File: src/sv/mma_pkg.sv
// Package: types, sizes and control structs of the multichannel moving average.
`timescale 1ns / 1ps
`default_nettype none
package mma_pkg;

	localparam int WINDOW       = 10;
	localparam int CHANNELS     = 8;
	localparam int SAMPLE_WIDTH = 16;

	localparam int CH_FIELD_W   = 3;
	localparam int FILL_FIELD_W = 4;

	localparam int CH_IDX_W = (CHANNELS > 1) ? $clog2(CHANNELS) : 1;
	localparam int SLOT_W   = (WINDOW > 1) ? $clog2(WINDOW) : 1;
	localparam int FILL_W   = $clog2(WINDOW + 1);
	localparam int SUM_W    = SAMPLE_WIDTH + FILL_W;
	localparam int DEPTH    = CHANNELS * WINDOW;
	localparam int ADDR_W   = (DEPTH > 1) ? $clog2(DEPTH) : 1;

	// reciprocal scale: exact floor(a/d) for a < 2**SUM_W, d < 2**FILL_W
	localparam int RECIP_K = SUM_W + FILL_W;
	localparam int RECIP_W = RECIP_K + 1;
	localparam int PROD_W  = SUM_W + RECIP_W;

	typedef struct packed {
		logic [CH_FIELD_W-1:0]          channel;
		logic signed [SAMPLE_WIDTH-1:0] sample;
	} sample_t;

	typedef struct packed {
		logic [CH_FIELD_W-1:0]          out_channel;
		logic signed [SAMPLE_WIDTH-1:0] average;
		logic [FILL_FIELD_W-1:0]        fill_count;
	} result_t;

	typedef struct packed {
		logic capture;
		logic update;
		logic mul;
		logic out_load;
	} mma_cmd_t;

	typedef struct packed {
		logic out_free;
	} mma_sts_t;

endpackage
`default_nettype wire

File: src/sv/mma_ctrl.sv
// Controller: sequences one item through capture, update, multiply and output.
`timescale 1ns / 1ps
`default_nettype none
module mma_ctrl
	import mma_pkg::*;
(
	input  wire logic     clk,
	input  wire logic     arst_n,
	input  wire logic     sample_valid,
	output logic          sample_stall,
	input  wire mma_sts_t sts,
	output mma_cmd_t      cmd
);

	localparam logic [1:0] ST_IDLE = 2'd0;
	localparam logic [1:0] ST_UPD  = 2'd1;
	localparam logic [1:0] ST_MUL  = 2'd2;
	localparam logic [1:0] ST_OUT  = 2'd3;

	logic [1:0] state_q;
	logic [1:0] state_d;

	assign sample_stall = (state_q != ST_IDLE);

	always_comb begin
		state_d      = state_q;
		cmd          = '0;
		case (state_q)
			ST_IDLE: begin
				if (sample_valid) begin
					cmd.capture = 1'b1;
					state_d     = ST_UPD;
				end
			end
			ST_UPD: begin
				cmd.update = 1'b1;
				state_d    = ST_MUL;
			end
			ST_MUL: begin
				cmd.mul = 1'b1;
				state_d = ST_OUT;
			end
			ST_OUT: begin
				// hold until the output register can take the item
				if (sts.out_free) begin
					cmd.out_load = 1'b1;
					state_d      = ST_IDLE;
				end
			end
			default: begin
				state_d = ST_IDLE;
			end
		endcase
	end

	always_ff @(posedge clk or negedge arst_n) begin
		if (!arst_n) begin
			state_q <= ST_IDLE;
		end else begin
			state_q <= state_d;
		end
	end

endmodule
`default_nettype wire

File: src/sv/mma_datapath.sv
// Datapath: per-channel state, sample ring memory, reciprocal divide, output register.
`timescale 1ns / 1ps
`default_nettype none
module mma_datapath
	import mma_pkg::*;
(
	input  wire logic     clk,
	input  wire logic     arst_n,
	input  wire sample_t  sample_data,
	input  wire mma_cmd_t cmd,
	output mma_sts_t      sts,
	output logic          result_valid,
	input  wire logic     result_stall,
	output result_t       result_data
);

	localparam int RTAB_N = 2 ** FILL_W;

	// per-channel state
	logic [SLOT_W-1:0]       slot_q [CHANNELS];
	logic [FILL_W-1:0]       fill_q [CHANNELS];
	logic signed [SUM_W-1:0] sum_q  [CHANNELS];

	// ring memory, no reset: an entry's read value is used only after it was written
	logic [SAMPLE_WIDTH-1:0] mem [DEPTH];

	logic [RECIP_W-1:0] recip_tab [RTAB_N];

	for (genvar d = 0; d < RTAB_N; d++) begin : g_recip
		localparam int          DIV   = (d == 0) ? 1 : d;
		localparam logic [63:0] ONE_K = 64'd1 << RECIP_K;
		localparam logic [63:0] RVAL  = (d >= 1 && d <= WINDOW) ?
			(ONE_K + 64'(DIV) - 64'd1) / 64'(DIV) : 64'd0;
		assign recip_tab[d] = RVAL[RECIP_W-1:0];
	end

	logic [CH_IDX_W-1:0] idx_in;
	logic [ADDR_W-1:0]   addr_in;
	logic                range_in;

	assign idx_in   = CH_IDX_W'(sample_data.channel);
	assign range_in = (int'(sample_data.channel) < CHANNELS);
	assign addr_in  = ADDR_W'(int'(idx_in) * WINDOW) + ADDR_W'(slot_q[idx_in]);

	// stage 1: captured item and its channel state
	logic [CH_FIELD_W-1:0]          ch_s1;
	logic [CH_IDX_W-1:0]            idx_s1;
	logic                           range_s1;
	logic signed [SAMPLE_WIDTH-1:0] smp_s1;
	logic [SLOT_W-1:0]              slot_s1;
	logic [FILL_W-1:0]              fill_s1;
	logic signed [SUM_W-1:0]        sum_s1;
	logic [ADDR_W-1:0]              addr_s1;
	logic [SAMPLE_WIDTH-1:0]        rd_s1;

	// stage 2: updated sum as sign and magnitude
	logic [FILL_W-1:0] fill_s2;
	logic              neg_s2;
	logic [SUM_W-1:0]  abs_s2;

	// stage 3: scaled product
	logic [PROD_W-1:0] prod_s3;

	logic                    full;
	logic [FILL_W-1:0]       fill_new;
	logic signed [SUM_W-1:0] old_ext;
	logic signed [SUM_W-1:0] sum_new;
	logic [SLOT_W-1:0]       slot_new;

	assign full     = (fill_s1 >= FILL_W'(WINDOW));
	assign fill_new = full ? fill_s1 : FILL_W'(fill_s1 + 1'b1);
	assign old_ext  = full ? SUM_W'($signed(rd_s1)) : '0;
	assign sum_new  = sum_s1 - old_ext + SUM_W'(smp_s1);
	assign slot_new = (slot_s1 == SLOT_W'(WINDOW - 1)) ? '0 : SLOT_W'(slot_s1 + 1'b1);

	logic [SUM_W-1:0]        quot;
	logic [SUM_W-1:0]        quot_signed;
	logic signed [SAMPLE_WIDTH-1:0] avg;

	assign quot        = prod_s3[RECIP_K +: SUM_W];
	assign quot_signed = neg_s2 ? SUM_W'(-quot) : quot;
	assign avg         = range_s1 ? $signed(quot_signed[SAMPLE_WIDTH-1:0]) : '0;

	always_ff @(posedge clk) begin
		if (cmd.capture) begin
			ch_s1    <= sample_data.channel;
			idx_s1   <= idx_in;
			range_s1 <= range_in;
			smp_s1   <= sample_data.sample;
			slot_s1  <= slot_q[idx_in];
			fill_s1  <= fill_q[idx_in];
			sum_s1   <= sum_q[idx_in];
			addr_s1  <= addr_in;
			rd_s1    <= mem[addr_in];
		end
		if (cmd.update) begin
			fill_s2 <= fill_new;
			neg_s2  <= sum_new[SUM_W-1];
			abs_s2  <= sum_new[SUM_W-1] ? SUM_W'(-sum_new) : SUM_W'(sum_new);
		end
		if (cmd.mul) begin
			prod_s3 <= PROD_W'(abs_s2) * PROD_W'(recip_tab[fill_s2]);
		end
	end

	always_ff @(posedge clk) begin
		if (cmd.update && range_s1) begin
			mem[addr_s1] <= smp_s1;
		end
	end

	always_ff @(posedge clk or negedge arst_n) begin
		if (!arst_n) begin
			for (int c = 0; c < CHANNELS; c++) begin
				slot_q[c] <= '0;
				fill_q[c] <= '0;
				sum_q[c]  <= '0;
			end
		end else if (cmd.update && range_s1) begin
			slot_q[idx_s1] <= slot_new;
			fill_q[idx_s1] <= fill_new;
			sum_q[idx_s1]  <= sum_new;
		end
	end

	// output register parts the result side from the sequencer
	logic    res_valid_q;
	result_t res_q;

	assign sts.out_free = !res_valid_q || !result_stall;

	always_ff @(posedge clk or negedge arst_n) begin
		if (!arst_n) begin
			res_valid_q <= 1'b0;
		end else if (cmd.out_load) begin
			res_valid_q <= 1'b1;
		end else if (!result_stall) begin
			res_valid_q <= 1'b0;
		end
	end

	always_ff @(posedge clk) begin
		if (cmd.out_load) begin
			res_q.out_channel <= ch_s1;
			res_q.average     <= avg;
			res_q.fill_count  <= range_s1 ? FILL_FIELD_W'(fill_s2) : '0;
		end
	end

	assign result_valid = res_valid_q;
	assign result_data  = res_q;

endmodule
`default_nettype wire

File: src/sv/multichannel_moving_average.sv
// Top level: per-channel moving average over the last WINDOW samples.
//
//   channel   direction  handshake                    payload
//   sample    receive    sample_valid / sample_stall  sample_data (channel, sample)
//   result    send       result_valid / result_stall  result_data (out_channel, average,
//                                                     fill_count)
//
// An item passes from acceptance through capture with ring read, sum update with
// ring write, reciprocal multiply and an output load that waits on a stalled full
// output register; a new item is taken only after the current one is loaded there.
// A result that waits in the output register does not block the next item until
// that item's own result is ready. Reset clears fill counts, slots and sums at once.
`timescale 1ns / 1ps
`default_nettype none
module multichannel_moving_average
	import mma_pkg::*;
(
	input  wire logic    clk,
	input  wire logic    arst_n,
	input  wire logic    sample_valid,
	output logic         sample_stall,
	input  wire sample_t sample_data,
	output logic         result_valid,
	input  wire logic    result_stall,
	output result_t      result_data
);

	mma_cmd_t cmd;
	mma_sts_t sts;

	mma_ctrl u_ctrl (
		.clk          (clk),
		.arst_n       (arst_n),
		.sample_valid (sample_valid),
		.sample_stall (sample_stall),
		.sts          (sts),
		.cmd          (cmd)
	);

	mma_datapath u_dp (
		.clk          (clk),
		.arst_n       (arst_n),
		.sample_data  (sample_data),
		.cmd          (cmd),
		.sts          (sts),
		.result_valid (result_valid),
		.result_stall (result_stall),
		.result_data  (result_data)
	);

endmodule
`default_nettype wire
File: config.mk
export PLATFORM = sky130hd
export DESIGN_NAME = multichannel_moving_average
export DESIGN_NICKNAME = d
export VERILOG_FILES = /design/src/sv/mma_pkg.sv /design/src/sv/mma_ctrl.sv /design/src/sv/mma_datapath.sv /design/src/sv/multichannel_moving_average.sv
export SDC_FILE = /design/constraint.sdc
export NUM_CORES = 2
export LEC_CHECK = 0
export ABC_AREA = 1
export BUFFER_PORTS_ARGS = -buffer_cell sky130_fd_sc_hd__buf_4
export CAP_MARGIN = 10
export CORE_MARGIN = 5
export CORE_UTILIZATION = 45
export DETAILED_ROUTE_END_ITERATION = 16
export SYNTH_ARGS = -nofsm -noshare
export SYNTH_HDL_FRONTEND = slang
export SYNTH_SLANG_ARGS = --single-unit
File: constraint.sdc
create_clock -name clk -period 9.83 [get_ports clk]
set_input_delay 0.983 -clock clk [delete_from_list [all_inputs] [get_ports clk]]
set_output_delay 0.983 -clock clk [all_outputs]
set_load 0.02 [all_outputs]
# After elaboration in Yosys (flattened, before gate mapping)
# Memory sizes are Yosys's and may differ from the RTL's. A register that Yosys moved wholly into a read port is not among the register bits.
# Index checks and enable logic that the tools add are counted.
dict set report word_totals {
  latchBits 0
  reg_bits 369
  mem_bits_ro 400
  in_bits 23
  wordCells 109
  mem_bits_rw 1280
  n_memories 2
  output_inout_bits 25
}
# memory words word_bits read_ports rd_ports_with_merged_regs write_ports line_no
set mem_list {}
lappend mem_list {u_dp.mem 80 16 1 1 1 mma_datapath.sv:25} ;# logic [SAMPLE_WIDTH-1:0] mem [DEPTH];
lappend mem_list {{(no name shown)} 16 25 1 0 0 mma_datapath.sv:102} ;# prod_s3 <= PROD_W'(abs_s2) * PROD_W'(recip_tab[fill_s2]);
dict set report classes {
  order_cmp 5
  div 0
  n_addsub 7
  n_shift 0
  multipliers 2
  n_bitwise 3
  reduce_logical 7
  eq_ne 7
  mux 36
}
# operator n
set ops {}
lappend ops {{bitwise mux 160 bit} 1}
lappend ops {{2-to-1 mux 20 bit} 4}
lappend ops {{bitwise mux 32 bit} 2}
lappend ops {{binary-select mux 20 bit (select 3 bit)} 1}
lappend ops {{demux 20 bit (select 3 bit)} 1}
lappend ops {{2-to-1 mux 25 bit} 2}
lappend ops {{multiplier 20 x 25 -> 40 bit} 1}
lappend ops {{2-to-1 mux 4 bit} 7}
lappend ops {{binary-select mux 4 bit (select 3 bit)} 2}
lappend ops {{adder 20 x 16 -> 20 bit} 1}
lappend ops {{negation 20 bit} 1}
lappend ops {{subtractor 20 bit} 1}
lappend ops {{2-to-1 mux 19 bit} 1}
lappend ops {{2-to-1 mux 16 bit} 1}
lappend ops {{negation 16 bit} 1}
lappend ops {{demux 4 bit (select 3 bit)} 1}
lappend ops {{>= comparator 4 bit, second input constant} 3}
lappend ops {{2-to-1 mux 1 bit} 10}
lappend ops {{adder 4 x 1 -> 4 bit, second input constant} 2}
lappend ops {{NOT 3 -> 4 bit} 2}
lappend ops {{one-hot mux 2 bit (4 select lines)} 1}
lappend ops {{adder 7 x 4 -> 7 bit} 1}
lappend ops {{multiplier 3 x 3 -> 6 bit, second input constant} 1}
lappend ops {{>= comparator 5 bit, second input constant} 1}
lappend ops {{other kinds (14)} 18}

# Logic depth before layout (Yosys ltp)
dict set report depth {
  depth_word 6
  ltp_mapped 35
  depth_no_buf 34
}

# Modules after synthesis
# Synthesis repeated with hierarchy kept, for this count alone.
dict set report hier_totals {
  cells_unflattened 8471
  hier_area_um2 86505.5
}
# mod cells_each area_per_inst_um2 seq_area_each_um2 instances
set modules_own_cells {}
lappend modules_own_cells {mma_datapath 8443 86304.0 48061.1 1}
lappend modules_own_cells {mma_ctrl 28 201.4 50.0 1}

# Least setup slack after synthesis
# OpenSTA, ideal clock, no wires.
dict set report synth_path {
  kind {reg2reg}
  from {register u_dp.fill_s2[3]}
  to {register u_dp.prod_s3[35] (data pin)}
  required_ns 9.571
  path_buffers 2
  slack_ns 3.019
  arrival_time_ns 6.552
  setup_ns 0.259
  path_stages_with_launch 30
  path_cell_list {edfxtp_1 > buf_2 > inv_1 > nand2_2 > nor2_1 > clkinv_1 > o21ai_0 > clkbuf_1 > nand2_1 > fa_1 > inv_1 > fa_1 > fa_1 > fa_1 > fa_1 > fa_1 > inv_1 > fa_1 > inv_1 > ha_1 > a21oi_1 > o21ai_0 > o21bai_1 > nor2_1 > nand2_1 > nand2_1 > nand3_1 > nand2_1 > nand2_1 > xor2_1}
}
dict set report synth_via {
  elab_chain_cells 5
}
# item line_no
set synth_lines {}
lappend synth_lines {{from (decl)} mma_datapath.sv:57} ;# logic [FILL_W-1:0] fill_s2;
lappend synth_lines {{from (signal assigned)} mma_datapath.sv:97} ;# fill_s2 <= fill_new;
lappend synth_lines {{NOT 4 -> 5 bit (not written as such)} mma_datapath.sv:102}
lappend synth_lines {{memory (16 x 25 bit)} --}
lappend synth_lines {{2-to-1 mux 25 bit (not written as such) (2 in series)} mma_datapath.sv:102}
lappend synth_lines {{multiplier 20 x 25 -> 40 bit} mma_datapath.sv:102}
lappend synth_lines {{to (signal assigned)} mma_datapath.sv:102}
lappend synth_lines {{to (decl)} mma_datapath.sv:62} ;# logic [PROD_W-1:0] prod_s3;
# No other way between the ends. The select of a mux whose other input is x is not followed.
# A chain may end at the register's enable or synchronous reset.

# Final worst setup path
dict set report layout_path {
  from {register u_dp.fill_s2[3]}
  to {register u_dp.prod_s3[38] (data pin)}
}
# Same word-level chain as after synthesis.

==> flow_metrics.py <==
metrics = {
    "outcome": {
        "status": "finished, final reports clean",
    },
    "synth": {
        "synth_warnings": 0,
        "synth_simple_gate_area_share_pct": 19.09,
        "ys_ff_latch": 1640,
        "ys_seq_area_share_pct": 55.65,
        "ys_async_sr_fraction_pct": 13.84,
        "synth.largest_area_cell": "edfxtp_1",
        "synth_edf_count": 1413,
        "synth_top_area_share_pct": 49.08,
        "syn_area_per_cell_sq_um": 10.21,
        "synth-xor-area-share_pct": 0.6383,
        "synthTopCellsByArea": "edfxtp_1, fa_1, dfrtp_1, nand2_1, nand3_1",
        "synth_top_family_by_area": "simple AND/OR/NAND/NOR gates",
        "syn-cell-area_sq_um": 86450,
        "synth_cells": 8468,
        "synth_fa_ha_area_share_pct": 11.68,
        "synthMuxAreaShare_pct": 0.01158,
        "synth-compound-area-share_pct": 5.138,
        "synth_cell_type_count": 43,
        "synth_flop_cell": "edfxtp_1",
        "syn-num-nets": 9056,
    },
    "route": {
        "drtPass1Iterations": 8,
        "drtIter0Drc": 6918,
        "vias": 61080,
        "drc_errors": 0,
        "routed_wl_microns": 260400,
        "vias_per_cell": 5.521,
        "detail-route-antenna-nets": 0,
        "wl_per_cell_microns": 23.54,
    },
    "floorplanning": {
        "rows": 160,
        "pin_count": 48,
        "coreArea_sq_um": 190600,
        "die_width_microns": 448.3,
        "die_h_microns": 448.3,
        "dieArea_sq_um": 201000,
        "initial_core_util_pct": 45.36,
    },
    "critical_path": {
        "crit_required_ps": 10390,
        "r2r-start": "u_dp.fill_s2[3]",
        "path_class": "register to register",
        "timing.rr.end": "u_dp.prod_s3[38]",
        "worstSetupStartpointType": "register",
        "critPathCapture": "u_dp.prod_s3[38]",
        "endpoint_kind": "register",
        "crit_arrival_ps": 8800,
        "critPathLaunch": "u_dp.fill_s2[3]",
        "worst-r2r-setup-slack_ps": 1590,
        "critPathMaxFanout": 14,
        "r2r_cells": 27,
    },
    "grt": {
        "grt_max_degree": 173,
        "overflow": 0,
        "gr-usage-all-layers_pct": 25.70,
        "antenna_found_initial": 7,
        "grt_pass1_wl_microns": 387200,
        "grt_pass1_vias": 58940,
    },
    "sta": {
        "worst_pin_slew_ps": 1190,
        "period_needed_ps": 8243,
        "hold_slack_ps": 152.1,
        "setup_viol": 0,
        "setup_tns_ps": 0,
        "fin_worst_skew_ps": 70.12,
        "fin_crit_sh_pct": 83.85,
        "slew_headroom_pct": 20.08,
        "hold_viol_final": 0,
        "rsz0062_at_grt": "no",
        "maxSlewViolCount": 0,
        "fmax_ghz": 0.1213,
    },
    "placement": {
        "port_buffers": 47,
        "place_congestion": 1.018,
        "post-dp-hpwl_microns": 163700,
    },
    "clock_network": {
        "cts_tree": "yes",
        "ctsLongestPathBuffers": 3,
        "root_buffer": "clkbuf_16",
        "cts_made_buffers": 176,
        "clock_sinks": 1640,
        "htree_levels": 4,
        "post_cts_resized": 0,
        "post-cts-setup-buffer-count": 0,
        "clk_latency_ps": 830,
        "postCtsHoldBufs": 0,
        "clkTransAtPathRegs_ps": 70,
    },
    "flow_run": {
        "maxCapViolCount": 0,
    },
    "cells_and_area": {
        "fillCellCount": 17150,
        "synthToLayoutAreaGrowth_pct": 10.12,
        "nets": 8993,
        "layout-drive-gt1-share_pct": 6.023,
    },
    "hold_path": {
        "hold_path.class": "input pin to asynchronous set/reset pin",
    },
}
[worst min path at each step]
stage	from	endpoint	slack, ps
after global routing	arst_n	u_dp.sum_q[77]	160
after global placement	u_dp.fill_q[18]	u_dp.fill_q[18]	460
after floorplan	u_dp.fill_s2[3]	u_dp.result_data[3]	420
after detailed placement	u_dp.fill_q[18]	u_dp.fill_q[18]	460
final	arst_n	u_dp.sum_q[77]	150
after CTS	arst_n	u_dp.sum_q[77]	90
[stage by stage]
stage	std cells	setup WS, ps	cell area, sq um	utilization, %
detailed placement	10740	1617	89600	47.02
finish	11060	1587	95200	49.95
floorplan	8468	3019	86450	-
CTS	11060	1674	95190	49.95
global route	11060	1230	95190	49.95
global placement	10740	1509	89600	47.02
[state kept, by name (all words and copies together) (netlist names), 20 cells and up]
| name | count |
|---|---|
| u_dp.sum_s1 | 20 |
| u_dp.fill_q | 32 |
| u_dp.result_data | 23 |
| u_dp.slot_q | 32 |
| u_dp.sum_q | 160 |
| u_dp.mem | 1280 |
| u_dp.abs_s2 | 20 |
[critical path, cell delays in order, from the launching register on]
cell and delay, ps:
edfxtp_1 520, inv_1 260, nand2_2 160, nor2_4 490, inv_1 480, o31ai_2 150, buf_4 340, inv_1 210
nor2_1 180, fa_1 480, fa_1 520, inv_1 50, fa_1 480, inv_1 50, fa_1 500, fa_1 460
fa_1 520, inv_1 50, fa_1 480, inv_1 50, ha_1 370, nand2_1 130, nor2_1 130, inv_1 90
nor4_1 380, nand4_1 150, o21ai_0 250, xor2_1 90
[placed cells by master, fill, tap and decap left out, types with 5 or more instances in the layout]
cell type  instances
inv_6              9
nor2_2             7
clkinv_2          31
nand4_1           19
nor2_1           727
clkbuf_1          46
dfrtp_1          227
clkinv_1          51
nand3_1         1010
o211ai_1          20
a21oi_1           91
o21ai_0          560
fa_1             402
nand2_1         1432
clkbuf_8           5
o22ai_1           65
bufinv_16         12
inv_1           1241
edfxtp_1        1413
xnor2_1           18
xor2_1            43
buf_12             8
nor3_1            19
ha_1             160
a31oi_1           35
o221ai_1           7
o21a_1            11
o21ai_1           27
nand3b_1         394
buf_4            219
clkbuf_16        177
[cell usage after synthesis, types with 4 or more instances]
library cell,count
nand2_1,1433
edfxtp_1,1413
inv_1,1244
nand3_1,1012
nor2_1,733
o21ai_0,560
fa_1,403
nand3b_1,394
clkbuf_1,279
dfrtp_1,227
ha_1,162
buf_2,128
a21oi_1,92
o22ai_1,65
buf_1,53
xor2_1,45
a31oi_1,35
o21ai_1,27
nor3_1,21
clkinv_1,20
o211ai_1,20
nand4_1,19
xnor2_1,18
o21a_1,11
nor4_1,7
o221ai_1,7
buf_6,5
buf_4,4
inv_2,4
o31ai_1,4
or2_2,4
[kinds of logic after synthesis]
group / count (synthesis)
mux: 1
xor+xnor: 63
simple gates: 3630
fa+ha+maj: 565
compound gates: 832
flops: 1640
buf+inv: 1737
[per-layer routing]
metal  vias up  share of wire, %  global-route usage (%)
met5         -                 0                       0
li1      27840                 -                       -
met2      2491                46                   40.16
met1     30310                43                   36.97
met4         0               3.4                   8.291
met3       443               7.8                   4.191
[cell type report]
cell class | instances | area (sq um) | area share (%)
tap | 2511 | 3142 | 3.300
timing repair buffer | 228 | 1819 | 1.911
antenna | 1 | 2.502 | 0.002629
sequential | 1640 | 48110 | 50.54
inverter | 1268 | 4773 | 5.014
clock buffer | 228 | 4671 | 4.906
multi-input combinational | 5091 | 31760 | 33.36
clock inverter | 96 | 918.4 | 0.9647
Power is left out: the tool's default activity adds up to more than one toggle a clock period on the data nets, which glitch-free logic cannot reach.
